## config.mk

```make
export PLATFORM = sky130hd
export DESIGN_NAME = region_average_colour
export DESIGN_NICKNAME = d
export VERILOG_FILES = /design/src/rtl/rac_pkg.sv /design/src/rtl/region_average_colour.sv /design/src/rtl/rac_accum.sv /design/src/rtl/rac_div.sv
export SDC_FILE = /design/constraint.sdc
export NUM_CORES = 1
export LEC_CHECK = 0
export ABC_AREA = 1
export BUFFER_PORTS_ARGS = -buffer_cell sky130_fd_sc_hd__clkbuf_2
export CORE_MARGIN = 3
export CORE_UTILIZATION = 30
export CTS_BUF_LIST = sky130_fd_sc_hd__clkbuf_4
export DETAILED_ROUTE_END_ITERATION = 10
export PLACE_DENSITY = 0.52
export REMOVE_ABC_BUFFERS = 1
export SYNTH_ARGS = -nofsm -noshare
export SYNTH_HDL_FRONTEND = slang
export SYNTH_SLANG_ARGS = --single-unit
```

## constraint.sdc

```tcl
create_clock -name i_clk -period 6.25 [get_ports i_clk]
set_input_delay 0.3125 -clock i_clk [delete_from_list [all_inputs] [get_ports i_clk]]
set_output_delay 0.3125 -clock i_clk [all_outputs]
set_load 0.05 [all_outputs]
```

## src/rtl/rac_pkg.sv

```systemverilog
// Shared types and constants for the region average colour block.
`default_nettype none
package rac_pkg;

    localparam logic [12:0] SCREEN_WIDTH  = 13'd1920;
    localparam logic [12:0] SCREEN_HEIGHT = 13'd1080;
    localparam logic [24:0] COUNT_LIMIT   = 25'd16777216;

    // Configuration register indexes
    localparam logic [1:0] REG_LEFT   = 2'd0;
    localparam logic [1:0] REG_RIGHT  = 2'd1;
    localparam logic [1:0] REG_TOP    = 2'd2;
    localparam logic [1:0] REG_BOTTOM = 2'd3;

    // Colour channel that the divider is working on
    localparam logic [1:0] CH_RED   = 2'd0;
    localparam logic [1:0] CH_GREEN = 2'd1;
    localparam logic [1:0] CH_BLUE  = 2'd2;

    typedef struct packed {
        logic [11:0] left;
        logic [11:0] right;
        logic [11:0] top;
        logic [11:0] bottom;
    } t_region;

    typedef struct packed {
        logic pixel_en;
        logic clear;
    } t_acc_ctrl;

    typedef struct packed {
        logic        start;
        logic [31:0] dividend;
        logic [24:0] divisor;
    } t_div_req;

    typedef struct packed {
        logic       done;
        logic [7:0] quotient;
    } t_div_rsp;

endpackage
`default_nettype wire

```

## src/rtl/region_average_colour.sv

```systemverilog
// Top level: APB registers, frame-end sequencer and output register.
// Pixels enter one per cycle while the input is ready and are summed at once when inside the rectangle.
// The item flagged with tlast (frame end) is summed too, after which the input
// stays not ready while one shared restoring divider, one quotient bit a cycle,
// runs for red, green and blue in turn: the result becomes valid and the input
// is ready again in the same cycle, once the result register is free on the
// downstream side.
// An earlier result may still sit in the output register while new pixels flow.
`default_nettype none
module region_average_colour (
    input  wire logic        i_clk,
    input  wire logic        i_rst_n,
    // APB configuration port
    input  wire logic        i_psel,
    input  wire logic        i_penable,
    input  wire logic        i_pwrite,
    input  wire logic [3:0]  i_paddr,
    input  wire logic [31:0] i_pwdata,
    output logic [31:0]      o_prdata,
    output logic             o_pready,
    // Pixel input
    input  wire logic        i_s_axis_tvalid,
    output logic             o_s_axis_tready,
    // [11:0] pixel_x, [23:12] pixel_y, [31:24] blue, [39:32] green, [47:40] red
    input  wire logic [47:0] i_s_axis_tdata,
    input  wire logic        i_s_axis_tlast,   // frame_end
    // Result output
    output logic             o_m_axis_tvalid,
    input  wire logic        i_m_axis_tready,
    // [23:0] average_colour, [48:24] pixels_counted
    output logic [55:0]      o_m_axis_tdata
);

    typedef enum logic [2:0] {
        S_IDLE = 3'b001,
        S_DIV  = 3'b010,
        S_HOLD = 3'b100
    } t_state;

    t_state             r_state, n_state;
    rac_pkg::t_region   r_region;
    logic [1:0]         r_chan, n_chan;
    logic               r_kick, n_kick;
    logic [7:0]         r_mean_red, r_mean_green;
    logic               r_out_valid;
    logic [23:0]        r_out_colour;
    logic [24:0]        r_out_count;

    logic               w_in_acc;
    logic               w_cfg_wr;
    logic               w_load;
    logic               w_out_free;
    logic [31:0]        w_sum_red, w_sum_green, w_sum_blue;
    logic [24:0]        w_count;
    rac_pkg::t_acc_ctrl w_acc_ctrl;
    rac_pkg::t_div_req  w_div_req;
    rac_pkg::t_div_rsp  w_div_rsp;

    // ---------------- configuration ----------------
    assign o_pready = 1'b1;
    assign w_cfg_wr = i_psel && i_penable && i_pwrite && o_pready;

    always_ff @(posedge i_clk) begin
        if (!i_rst_n) begin
            r_region <= '0;
        end else if (w_cfg_wr) begin
            unique case (i_paddr[3:2])
                rac_pkg::REG_LEFT:   r_region.left   <= i_pwdata[11:0];
                rac_pkg::REG_RIGHT:  r_region.right  <= i_pwdata[11:0];
                rac_pkg::REG_TOP:    r_region.top    <= i_pwdata[11:0];
                rac_pkg::REG_BOTTOM: r_region.bottom <= i_pwdata[11:0];
                default: ;
            endcase
        end
    end

    always_comb begin
        unique case (i_paddr[3:2])
            rac_pkg::REG_LEFT:   o_prdata = {20'd0, r_region.left};
            rac_pkg::REG_RIGHT:  o_prdata = {20'd0, r_region.right};
            rac_pkg::REG_TOP:    o_prdata = {20'd0, r_region.top};
            rac_pkg::REG_BOTTOM: o_prdata = {20'd0, r_region.bottom};
            default:             o_prdata = '0;
        endcase
    end

    // ---------------- datapath ----------------
    assign o_s_axis_tready = (r_state == S_IDLE);
    assign w_in_acc        = i_s_axis_tvalid && o_s_axis_tready;
    assign w_out_free      = !r_out_valid || i_m_axis_tready;

    assign w_acc_ctrl.pixel_en = w_in_acc;
    assign w_acc_ctrl.clear    = w_load;

    rac_accum u_accum (
        .i_clk       (i_clk),
        .i_rst_n     (i_rst_n),
        .i_ctrl      (w_acc_ctrl),
        .i_region    (r_region),
        .i_pixel_x   (i_s_axis_tdata[11:0]),
        .i_pixel_y   (i_s_axis_tdata[23:12]),
        .i_blue      (i_s_axis_tdata[31:24]),
        .i_green     (i_s_axis_tdata[39:32]),
        .i_red       (i_s_axis_tdata[47:40]),
        .o_sum_red   (w_sum_red),
        .o_sum_green (w_sum_green),
        .o_sum_blue  (w_sum_blue),
        .o_count     (w_count)
    );

    always_comb begin
        w_div_req.start   = r_kick;
        w_div_req.divisor = w_count;
        unique case (r_chan)
            rac_pkg::CH_RED:   w_div_req.dividend = w_sum_red;
            rac_pkg::CH_GREEN: w_div_req.dividend = w_sum_green;
            rac_pkg::CH_BLUE:  w_div_req.dividend = w_sum_blue;
            default:           w_div_req.dividend = '0;
        endcase
    end

    rac_div u_div (
        .i_clk   (i_clk),
        .i_rst_n (i_rst_n),
        .i_req   (w_div_req),
        .o_rsp   (w_div_rsp)
    );

    // ---------------- sequencer ----------------
    always_comb begin
        n_state = r_state;
        n_chan  = r_chan;
        n_kick  = 1'b0;
        w_load  = 1'b0;
        unique case (r_state)
            S_IDLE: begin
                if (w_in_acc && i_s_axis_tlast) begin
                    n_state = S_DIV;
                    n_chan  = rac_pkg::CH_RED;
                    n_kick  = 1'b1;
                end
            end
            S_DIV: begin
                if (w_div_rsp.done) begin
                    if (r_chan == rac_pkg::CH_BLUE) begin
                        if (w_out_free) begin
                            w_load  = 1'b1;
                            n_state = S_IDLE;
                        end else begin
                            n_state = S_HOLD;
                        end
                    end else begin
                        n_chan = r_chan + 2'd1;
                        n_kick = 1'b1;
                    end
                end
            end
            S_HOLD: begin
                if (w_out_free) begin
                    w_load  = 1'b1;
                    n_state = S_IDLE;
                end
            end
            default: n_state = S_IDLE;
        endcase
    end

    always_ff @(posedge i_clk) begin
        if (!i_rst_n) begin
            r_state <= S_IDLE;
            r_chan  <= rac_pkg::CH_RED;
            r_kick  <= 1'b0;
        end else begin
            r_state <= n_state;
            r_chan  <= n_chan;
            r_kick  <= n_kick;
        end
    end

    // Capture each channel mean as the divider finishes it
    always_ff @(posedge i_clk) begin
        if (w_div_rsp.done && r_state == S_DIV) begin
            if (r_chan == rac_pkg::CH_RED) begin
                r_mean_red <= w_div_rsp.quotient;
            end
            if (r_chan == rac_pkg::CH_GREEN) begin
                r_mean_green <= w_div_rsp.quotient;
            end
        end
    end

    // ---------------- output register ----------------
    always_ff @(posedge i_clk) begin
        if (!i_rst_n) begin
            r_out_valid <= 1'b0;
        end else if (w_load) begin
            r_out_valid <= 1'b1;
        end else if (i_m_axis_tready) begin
            r_out_valid <= 1'b0;
        end
    end

    // Blue quotient stays in the divider until the next start
    always_ff @(posedge i_clk) begin
        if (w_load) begin
            r_out_count  <= w_count;
            r_out_colour <= (w_count == '0) ? 24'd0 :
                            {r_mean_red, r_mean_green, w_div_rsp.quotient};
        end
    end

    assign o_m_axis_tvalid = r_out_valid;
    assign o_m_axis_tdata  = {7'd0, r_out_count, r_out_colour};

    // ---------------- assertions ----------------
    a_frame_end_starts_div: assert property (@(posedge i_clk) disable iff (!i_rst_n)
        w_in_acc && i_s_axis_tlast |=> r_state == S_DIV && r_kick)
        else $error("frame end did not start the divide sequence");

    a_div_done_in_div: assert property (@(posedge i_clk) disable iff (!i_rst_n)
        w_div_rsp.done |-> r_state == S_DIV)
        else $error("divider finished outside the divide state");

    a_empty_is_black: assert property (@(posedge i_clk) disable iff (!i_rst_n)
        r_out_valid && r_out_count == '0 |-> r_out_colour == '0)
        else $error("empty region gave a nonzero colour");

    a_count_bounded: assert property (@(posedge i_clk) disable iff (!i_rst_n)
        w_count <= rac_pkg::COUNT_LIMIT)
        else $error("pixel count passed its limit");

    a_clear_after_load: assert property (@(posedge i_clk) disable iff (!i_rst_n)
        w_load |=> w_count == '0 && w_sum_red == '0)
        else $error("sums not cleared after result");

endmodule
`default_nettype wire

```

## src/rtl/rac_accum.sv

```systemverilog
// Rectangle test and colour sum / pixel count accumulators.
`default_nettype none
module rac_accum (
    input  wire logic               i_clk,
    input  wire logic               i_rst_n,
    input  wire rac_pkg::t_acc_ctrl i_ctrl,
    input  wire rac_pkg::t_region   i_region,
    input  wire logic [11:0]        i_pixel_x,
    input  wire logic [11:0]        i_pixel_y,
    input  wire logic [7:0]         i_blue,
    input  wire logic [7:0]         i_green,
    input  wire logic [7:0]         i_red,
    output logic [31:0]             o_sum_red,
    output logic [31:0]             o_sum_green,
    output logic [31:0]             o_sum_blue,
    output logic [24:0]             o_count
);

    logic [31:0] r_sum_red, r_sum_green, r_sum_blue;
    logic [24:0] r_count;
    logic [12:0] w_right;
    logic [12:0] w_bottom;
    logic        w_inside;

    // Clamp the exclusive bounds to the last column / row of the screen
    always_comb begin
        w_right  = ({1'b0, i_region.right} >= rac_pkg::SCREEN_WIDTH) ?
                   rac_pkg::SCREEN_WIDTH - 13'd1 : {1'b0, i_region.right};
        w_bottom = ({1'b0, i_region.bottom} >= rac_pkg::SCREEN_HEIGHT) ?
                   rac_pkg::SCREEN_HEIGHT - 13'd1 : {1'b0, i_region.bottom};
        w_inside = (i_pixel_x >= i_region.left) && ({1'b0, i_pixel_x} < w_right) &&
                   (i_pixel_y >= i_region.top) && ({1'b0, i_pixel_y} < w_bottom) &&
                   (r_count < rac_pkg::COUNT_LIMIT);
    end

    always_ff @(posedge i_clk) begin
        if (!i_rst_n || i_ctrl.clear) begin
            r_sum_red   <= '0;
            r_sum_green <= '0;
            r_sum_blue  <= '0;
            r_count     <= '0;
        end else if (i_ctrl.pixel_en && w_inside) begin
            r_sum_red   <= r_sum_red + {24'd0, i_red};
            r_sum_green <= r_sum_green + {24'd0, i_green};
            r_sum_blue  <= r_sum_blue + {24'd0, i_blue};
            r_count     <= r_count + 25'd1;
        end
    end

    assign o_sum_red   = r_sum_red;
    assign o_sum_green = r_sum_green;
    assign o_sum_blue  = r_sum_blue;
    assign o_count     = r_count;

endmodule
`default_nettype wire

```

## src/rtl/rac_div.sv

```systemverilog
// Shared restoring divider: one quotient bit per cycle, eight-bit quotient.
`default_nettype none
module rac_div (
    input  wire logic              i_clk,
    input  wire logic              i_rst_n,
    input  wire rac_pkg::t_div_req i_req,
    output rac_pkg::t_div_rsp      o_rsp
);

    logic [31:0] r_rem;
    logic [24:0] r_divisor;
    logic [7:0]  r_q;
    logic [2:0]  r_step;
    logic        r_busy;
    logic        r_done;
    logic [31:0] w_shift;
    logic [32:0] w_trial;
    logic        w_ge;

    // The quotient never exceeds eight bits: each sum is below count * 256
    always_comb begin
        w_shift = {7'd0, r_divisor} << r_step;
        w_trial = {1'b0, r_rem} - {1'b0, w_shift};
        w_ge    = !w_trial[32];
    end

    always_ff @(posedge i_clk) begin
        if (!i_rst_n) begin
            r_busy <= 1'b0;
            r_done <= 1'b0;
        end else if (i_req.start) begin
            r_busy <= 1'b1;
            r_done <= 1'b0;
        end else if (r_busy) begin
            if (r_step == 3'd0) begin
                r_busy <= 1'b0;
                r_done <= 1'b1;
            end
        end else begin
            r_done <= 1'b0;
        end
    end

    always_ff @(posedge i_clk) begin
        if (i_req.start) begin
            r_rem     <= i_req.dividend;
            r_divisor <= i_req.divisor;
            r_q       <= '0;
            r_step    <= 3'd7;
        end else if (r_busy) begin
            if (w_ge) begin
                r_rem <= w_trial[31:0];
            end
            r_q    <= {r_q[6:0], w_ge};
            r_step <= r_step - 3'd1;
        end
    end

    assign o_rsp.done     = r_done;
    assign o_rsp.quotient = r_q;

endmodule
`default_nettype wire

```

* Yosys cells after proc, flatten, opt, wreduce, memory -nomap -nowiden
Cells that the tools add are included.
Word-level totals: bits of input ports 92, word-level logic and storage cells 115, register bits after elaboration 311
Operators by class: $lt $le $gt $ge 7, reduce and logical (&&, ||, !) cells 32, equality and inequality tests 14, mux-type cells 30, shift operators 1, bitwise operators 2, add/sub/neg operators 7
Operators by type and width (count):
- 32-bit case mux with 4 select lines | 1
- 32-bit by 8-bit adder with 32-bit output | 3
- 32-bit two-way mux | 3
- 32-bit case mux with 3 select lines | 1
- 32-bit by 32-bit subtractor with 33-bit output | 1
- 25-bit by 3-bit left shift with 32-bit output | 1
- 12-bit by 13-bit less-than comparator with 1-bit output | 2
- 25-bit by 1-bit adder with 25-bit output (second input constant) | 1
- 25-bit logical NOT | 1
- 25-bit less-than comparator (second input constant) | 1
- 12-bit by 11-bit >= comparator with 1-bit output (second input constant) | 2
- 12-bit >= comparator | 2
- 12-bit two-way mux | 2
- 3-bit two-way mux | 5
- 2-bit AND reduction | 7
- 1-bit two-way mux | 11
- 1-bit logical AND | 10
- 3-bit case mux with 3 select lines | 1
- 2-bit != test (second input constant) | 4
- 4-bit AND reduction | 2
- 2-bit == test (second input constant) | 3
- 2-bit two-way mux | 3
- 2-bit nonzero test | 3
- 2-bit by 1-bit == test with 1-bit output (second input constant) | 2
- other kinds (14) | 21

* Depth between registers and ports, before layout
depth after elaboration 8, mapped depth 21

* By module
Synthesis repeated with hierarchy kept, for this count alone.
Unflattened totals: cell total of the unflattened synthesis 3193, area, all modules 21018.9 um^2
By module, submodules not included:
- rac_accum | area an instance 9379.0 um^2, times used 1, sequential area each 2422.3 um^2, cells an instance 1538
- rac_div | area an instance 5921.9 um^2, times used 1, sequential area each 1971.9 um^2, cells an instance 933
- region_average_colour | area an instance 5718.0 um^2, times used 1, sequential area each 3052.9 um^2, cells an instance 722

* Least setup slack after synthesis
Ideal clock, no wire load.
kind register to register, from register u_div.r_step[0], to register u_div.r_rem[0], enable pin, cell stages (with the launch flop) 19, path buffers 2, arrival 3.263 ns, clock period less this slack 3.652 ns, setup time 0.389 ns, data required time 5.861 ns, setup slack 2.598 ns, cell sequence dfxtp_1 > clkbuf_1 > clkbuf_1 > nand2_1 > nand3_1 > o21ai_0 > nand2_1 > o21ai_0 > ha_1 > nand2_1 > nor2_1 > nand4_1 > o21ai_1 > nand2_1 > nand2_1 > nand2_1 > nand2_1 > nand2_1 > nand2_1
Between the ends: word-level cells in the longest chain between the ends 4
RTL lines:
- from (decl) | RTL line rac_div.sv:13 | logic [2:0] r_step;
- from (signal assigned) | RTL line rac_div.sv:55 | r_step <= r_step - 3'd1;
- 25-bit by 3-bit left shift with 32-bit output | RTL line rac_div.sv:22 | w_shift = {7'd0, r_divisor} << r_step;
- 32-bit by 32-bit subtractor with 33-bit output | RTL line rac_div.sv:23 | w_trial = {1'b0, r_rem} - {1'b0, w_shift};
- 2-bit != test (no line)
- 2-bit AND reduction (no line)
- to (signal assigned) | RTL line rac_div.sv:46 | r_rem <= i_req.dividend;
- to (signal assigned) | RTL line rac_div.sv:52 | r_rem <= w_trial[31:0];
- to (decl) | RTL line rac_div.sv:10 | logic [31:0] r_rem;
No other way between the ends. A chain may end at the register's enable or synchronous reset.

* Worst setup path in the final report
Ends and elaborated chain as after synthesis.

==> metrics.txt <==
final hold viol count 0; Adder-Cell Fraction of Synth Area under 10%; pin slew with the least headroom to its limit 1.08 ns; Sw Ratio 44.9%; part of the power in combinational logic 46.5%; cell area after layout 0.0231 sq mm; simple-gate area share of the yosys netlist 29.2%; per-instance average area after synthesis 7.05 sq um; wire length of the first global-routing pass between 100000 and 150000 um; Residual DRC 0; final net count 3248; growth of design area from synthesis to finish 15.1%; distinct cell type count of the synthesized netlist 55; xor and xnor area share after synthesis under 10%; Final min period ~4.4 ns; post-synthesis compound-gate area fraction approximately an eighth; final count of negative-setup-slack endpoints 0; cell area power density approximately 370 mW/mm^2; Vert. Die Dim 265 um; detail-routed net length per standard cell 16.4 um; filler cell count in the final layout 7218; total vias in the final route 19000; number of enable-type register cells in the synthesized netlist roughly 120; post-synthesis async set-or-reset flop share 0%; placeable core area 0.0661 sq mm; part of the cycle the worst path needs 71.1%; relative slew slack 27.5%; standard cell with the maximum stage delay on the critical path sky130_fd_sc_hd__inv_1; total of cells resized after clock tree synthesis 0; Maximum Capacitance Violations 0; sequential cell area 0.00745 sq mm; CP arrival slightly below 5 ns; number of global-route vias before repair 18000; global placement routability congestion 0.913; Critical Path RT 6.71 ns; Post-DRT Antenna Nets 0; Final TNS setup 0 ns; worst-path fanout max 32; pin count of the biggest net entering global routing 73; number of buffers added by the clock tree synthesis step 94; HPWL Detailed approximately 48000 um; worst path cell trace buf_4 > inv_1 > nand2_1 > nand3_1 > o21ai_0 > or2_2 > ha_1 > nand2_1 > o21ai_1 > inv_1 > o21ai_1 > nand2_1 > nand2_1 > nand2_1 > nand2_1 > nand2_1 > nand2_1 > buf_4; GR Util All Layers 18.2%; maximum root-to-sink buffer count 3; clock transition at the registers of the reported paths 0.07 ns; Most common cell on crit path sky130_fd_sc_hd__nand2_1; switching power about 3.8 mW; Worst-Skew Late Latency 0.91 ns; post-synthesis instance area approximately 0.020 sq mm; share of the core filled with cells in the final layout 35.0%; Yosys reg bits approximately 310; via-per-instance ratio 4.78; clock share of power 23.7%; number of standard cells after synthesis 2851; antenna violations before repair 4; initial core utilization 30.4%; area of combinational cells with multiple inputs 0.0110 sq mm; fraction of final layout cells sized beyond drive strength 1 10.7%; Main synth FF type sky130_fd_sc_hd__dfxtp_1; clock root buffer master sky130_fd_sc_hd__clkbuf_4; kind of end point of the critical path register; FMAX 225 MHz; sequential share of power 29.8%; P_leak 9.72 nW; maximum vdd ir drop 0.189 mV; max-slew violation count 0; site row count 94; die width between 200 and 300 um; unrepaired setup endpoints after global routing no; most common cell after layout, fill and taps aside sky130_fd_sc_hd__nand2_1; clock tree from TritonCTS done; Ys Warns 0; H-tree depth reported by CTS 3; Detailed Routing Iterations Pass 1 6; total power 8.56 mW; total die area 0.0702 sq mm; multiplexer fraction of the synthesized cell area 0.149%; Clock Sinks a little over 300; sum of routed wire length over all layers 65200 um; HP Class in -> reg; count of buffers inserted at the top-level ports 132; commonest cells after routing, fill and taps aside 735 x sky130_fd_sc_hd__nand2_1, 345 x sky130_fd_sc_hd__nor2_1, 295 x sky130_fd_sc_hd__inv_1, 217 x sky130_fd_sc_hd__a21oi_1, 191 x sky130_fd_sc_hd__nand3_1; Critical Path Start Type register; largest stage delay on the critical path about 0.58 ns; post-placement cell area 0.0215 sq mm; run status complete, no violations; internal power summed over all cells 4.72 mW; largest clock skew in the final design approximately 0.1 ns; critical path class reg -> reg; sequential area share after synthesis 37.0%; largest family of logic cells by synthesized area simple AND/OR/NAND/NOR gates; Remaining Overflow, GRT 0; Top Ports 183; number of DRC markers after the initial detailed-route iteration 1260
==> per-layer routing <==
| layer | global-route usage, % | wire length, um | up-vias |
|---|---|---|---|
| met4 | 5.38 | 1420 | 4 |
| met1 | 24.7 | 30000 | 8645 |
| li1 | - | - | 9786 |
| met5 | 0 | 27 | - |
| met2 | 29.3 | 29500 | 518 |
| met3 | 3.62 | 4190 | 86 |
==> sequential cells by signal, indices dropped and copies added (netlist names), 24 cells and up <==
| name | count |
|---|---|
| r_out_colour | 24 |
| r_out_count | 25 |
| r_region | 48 |
| u_accum.o_count | 25 |
| u_accum.o_sum_blue | 32 |
| u_accum.o_sum_green | 32 |
| u_accum.o_sum_red | 32 |
| u_div.r_divisor | 25 |
| u_div.r_rem | 32 |
==> cells in the mapped netlist, types with 4 or more instances <==
| master | n | area (sq um) |
|---|---|---|
| sky130_fd_sc_hd__nand2_1 | 735 | 2760 |
| sky130_fd_sc_hd__a211oi_1 | 4 | 30.0 |
| sky130_fd_sc_hd__nor2_1 | 345 | 1290 |
| sky130_fd_sc_hd__dfxtp_1 | 189 | 3780 |
| sky130_fd_sc_hd__o21bai_1 | 16 | 120 |
| sky130_fd_sc_hd__ha_1 | 110 | 1380 |
| sky130_fd_sc_hd__buf_6 | 6 | 67.6 |
| sky130_fd_sc_hd__buf_2 | 21 | 105 |
| sky130_fd_sc_hd__clkinv_1 | 4 | 15.0 |
| sky130_fd_sc_hd__a21o_1 | 10 | 75.1 |
| sky130_fd_sc_hd__nand4_1 | 40 | 250 |
| sky130_fd_sc_hd__xor2_1 | 65 | 569 |
| sky130_fd_sc_hd__a21oi_1 | 217 | 1090 |
| sky130_fd_sc_hd__nand3b_1 | 7 | 52.6 |
| sky130_fd_sc_hd__o21ai_1 | 9 | 45.0 |
| sky130_fd_sc_hd__buf_1 | 4 | 15.0 |
| sky130_fd_sc_hd__clkbuf_1 | 69 | 259 |
| sky130_fd_sc_hd__nor4_1 | 12 | 75.1 |
| sky130_fd_sc_hd__a31oi_1 | 5 | 31.3 |
| sky130_fd_sc_hd__o22ai_1 | 19 | 119 |
| sky130_fd_sc_hd__nand3_2 | 10 | 100 |
| sky130_fd_sc_hd__nand3_1 | 191 | 956 |
| sky130_fd_sc_hd__edfxtp_1 | 122 | 3660 |
| sky130_fd_sc_hd__fa_1 | 4 | 80.1 |
| sky130_fd_sc_hd__nor3_1 | 40 | 200 |
| sky130_fd_sc_hd__xnor2_1 | 26 | 228 |
| sky130_fd_sc_hd__o211ai_1 | 7 | 52.6 |
| sky130_fd_sc_hd__o2111ai_1 | 4 | 35.0 |
| sky130_fd_sc_hd__buf_4 | 30 | 225 |
| sky130_fd_sc_hd__a22o_1 | 4 | 35.0 |
| sky130_fd_sc_hd__inv_1 | 297 | 1110 |
| sky130_fd_sc_hd__o21ai_0 | 184 | 921 |
==> repair_timing <==
item,4_1_cts,5_1_grt
buffers inserted,0,0
hold buffers,43,0
hold endpoints to repair,76,0
==> power by group through the flow <==
| stage | Combinational (mW) | Sequential, mW | Clock (mW) |
|---|---|---|---|
| 2_1_floorplan | 2.73 | 2.66 | 0 |
| 3_3_place_gp | 3.91 | 2.59 | 0 |
| 3_5_place_dp | 3.92 | 2.59 | 0 |
| 4_1_cts | 3.96 | 2.55 | 2.11 |
| 5_1_grt | 4.52 | 2.57 | 2.21 |
| 6_report | 3.98 | 2.55 | 2.03 |
==> layout make-up <==
type,instances,area share (%)
multi-input cells,2134,47.4
flip-flops and latches,311,32.2
repair buffers,198,5.46
inverters,303,4.92
well taps,864,4.67
clock buffers,137,4.45
clock inverters,31,0.833
diodes,5,0.0541
==> worst paths after layout <==
kind	from	endpoint	slack (ns)	depth (start not counted)
setup / recovery	u_div.r_step[0]$_SDFFE_PP1P_	u_div.r_rem[0]$_DFFE_PP_	1.81	18
setup reg to reg	u_div.r_step[0]$_SDFFE_PP1P_	u_div.r_rem[0]$_DFFE_PP_	1.81	18
hold / removal	i_s_axis_tdata[35]	u_accum.o_sum_green[3]$_SDFFE_PP0P_	0.10	6
hold reg to reg	u_div.r_q[1]$_SDFFE_PP0P_	r_mean_green[1]$_DFFE_PP_	0.45	0
==> logic make-up (layout without fill, tap and decap cells) <==
group	Yosys count	in the layout
multiplexers	3	3
adder cells (fa/ha/maj)	114	114
XOR/XNOR	91	91
other	2	35
AND/OR/NAND/NOR	1403	1403
flip-flops	311	311
buffers and inverters	434	669
AO/OA/AOI/OAI	493	493
==> through the flow <==
step | instances | hold WS, ns | setup slack, ns
after floorplan | 2748 | 0.397 | 1.75
after global placement | 3767 | 0.451 | 1.99
after detailed placement | 3767 | 0.458 | 1.94
after CTS | 3978 | 0.00918 | 1.85
after global routing | 3980 | 0.0902 | 1.44
final | 3983 | 0.100 | 1.81
==> worst max-delay path: cells and delay by family (launching register included) <==
family | cells | cell delay (ns)
buf+inv | 4 | 1.31
compound gates | 3 | 0.83
flops | 1 | 0.30
simple gates | 10 | 1.22
fa+ha+maj | 1 | 0.35
Note: power is estimated with default switching activity, not from simulation.
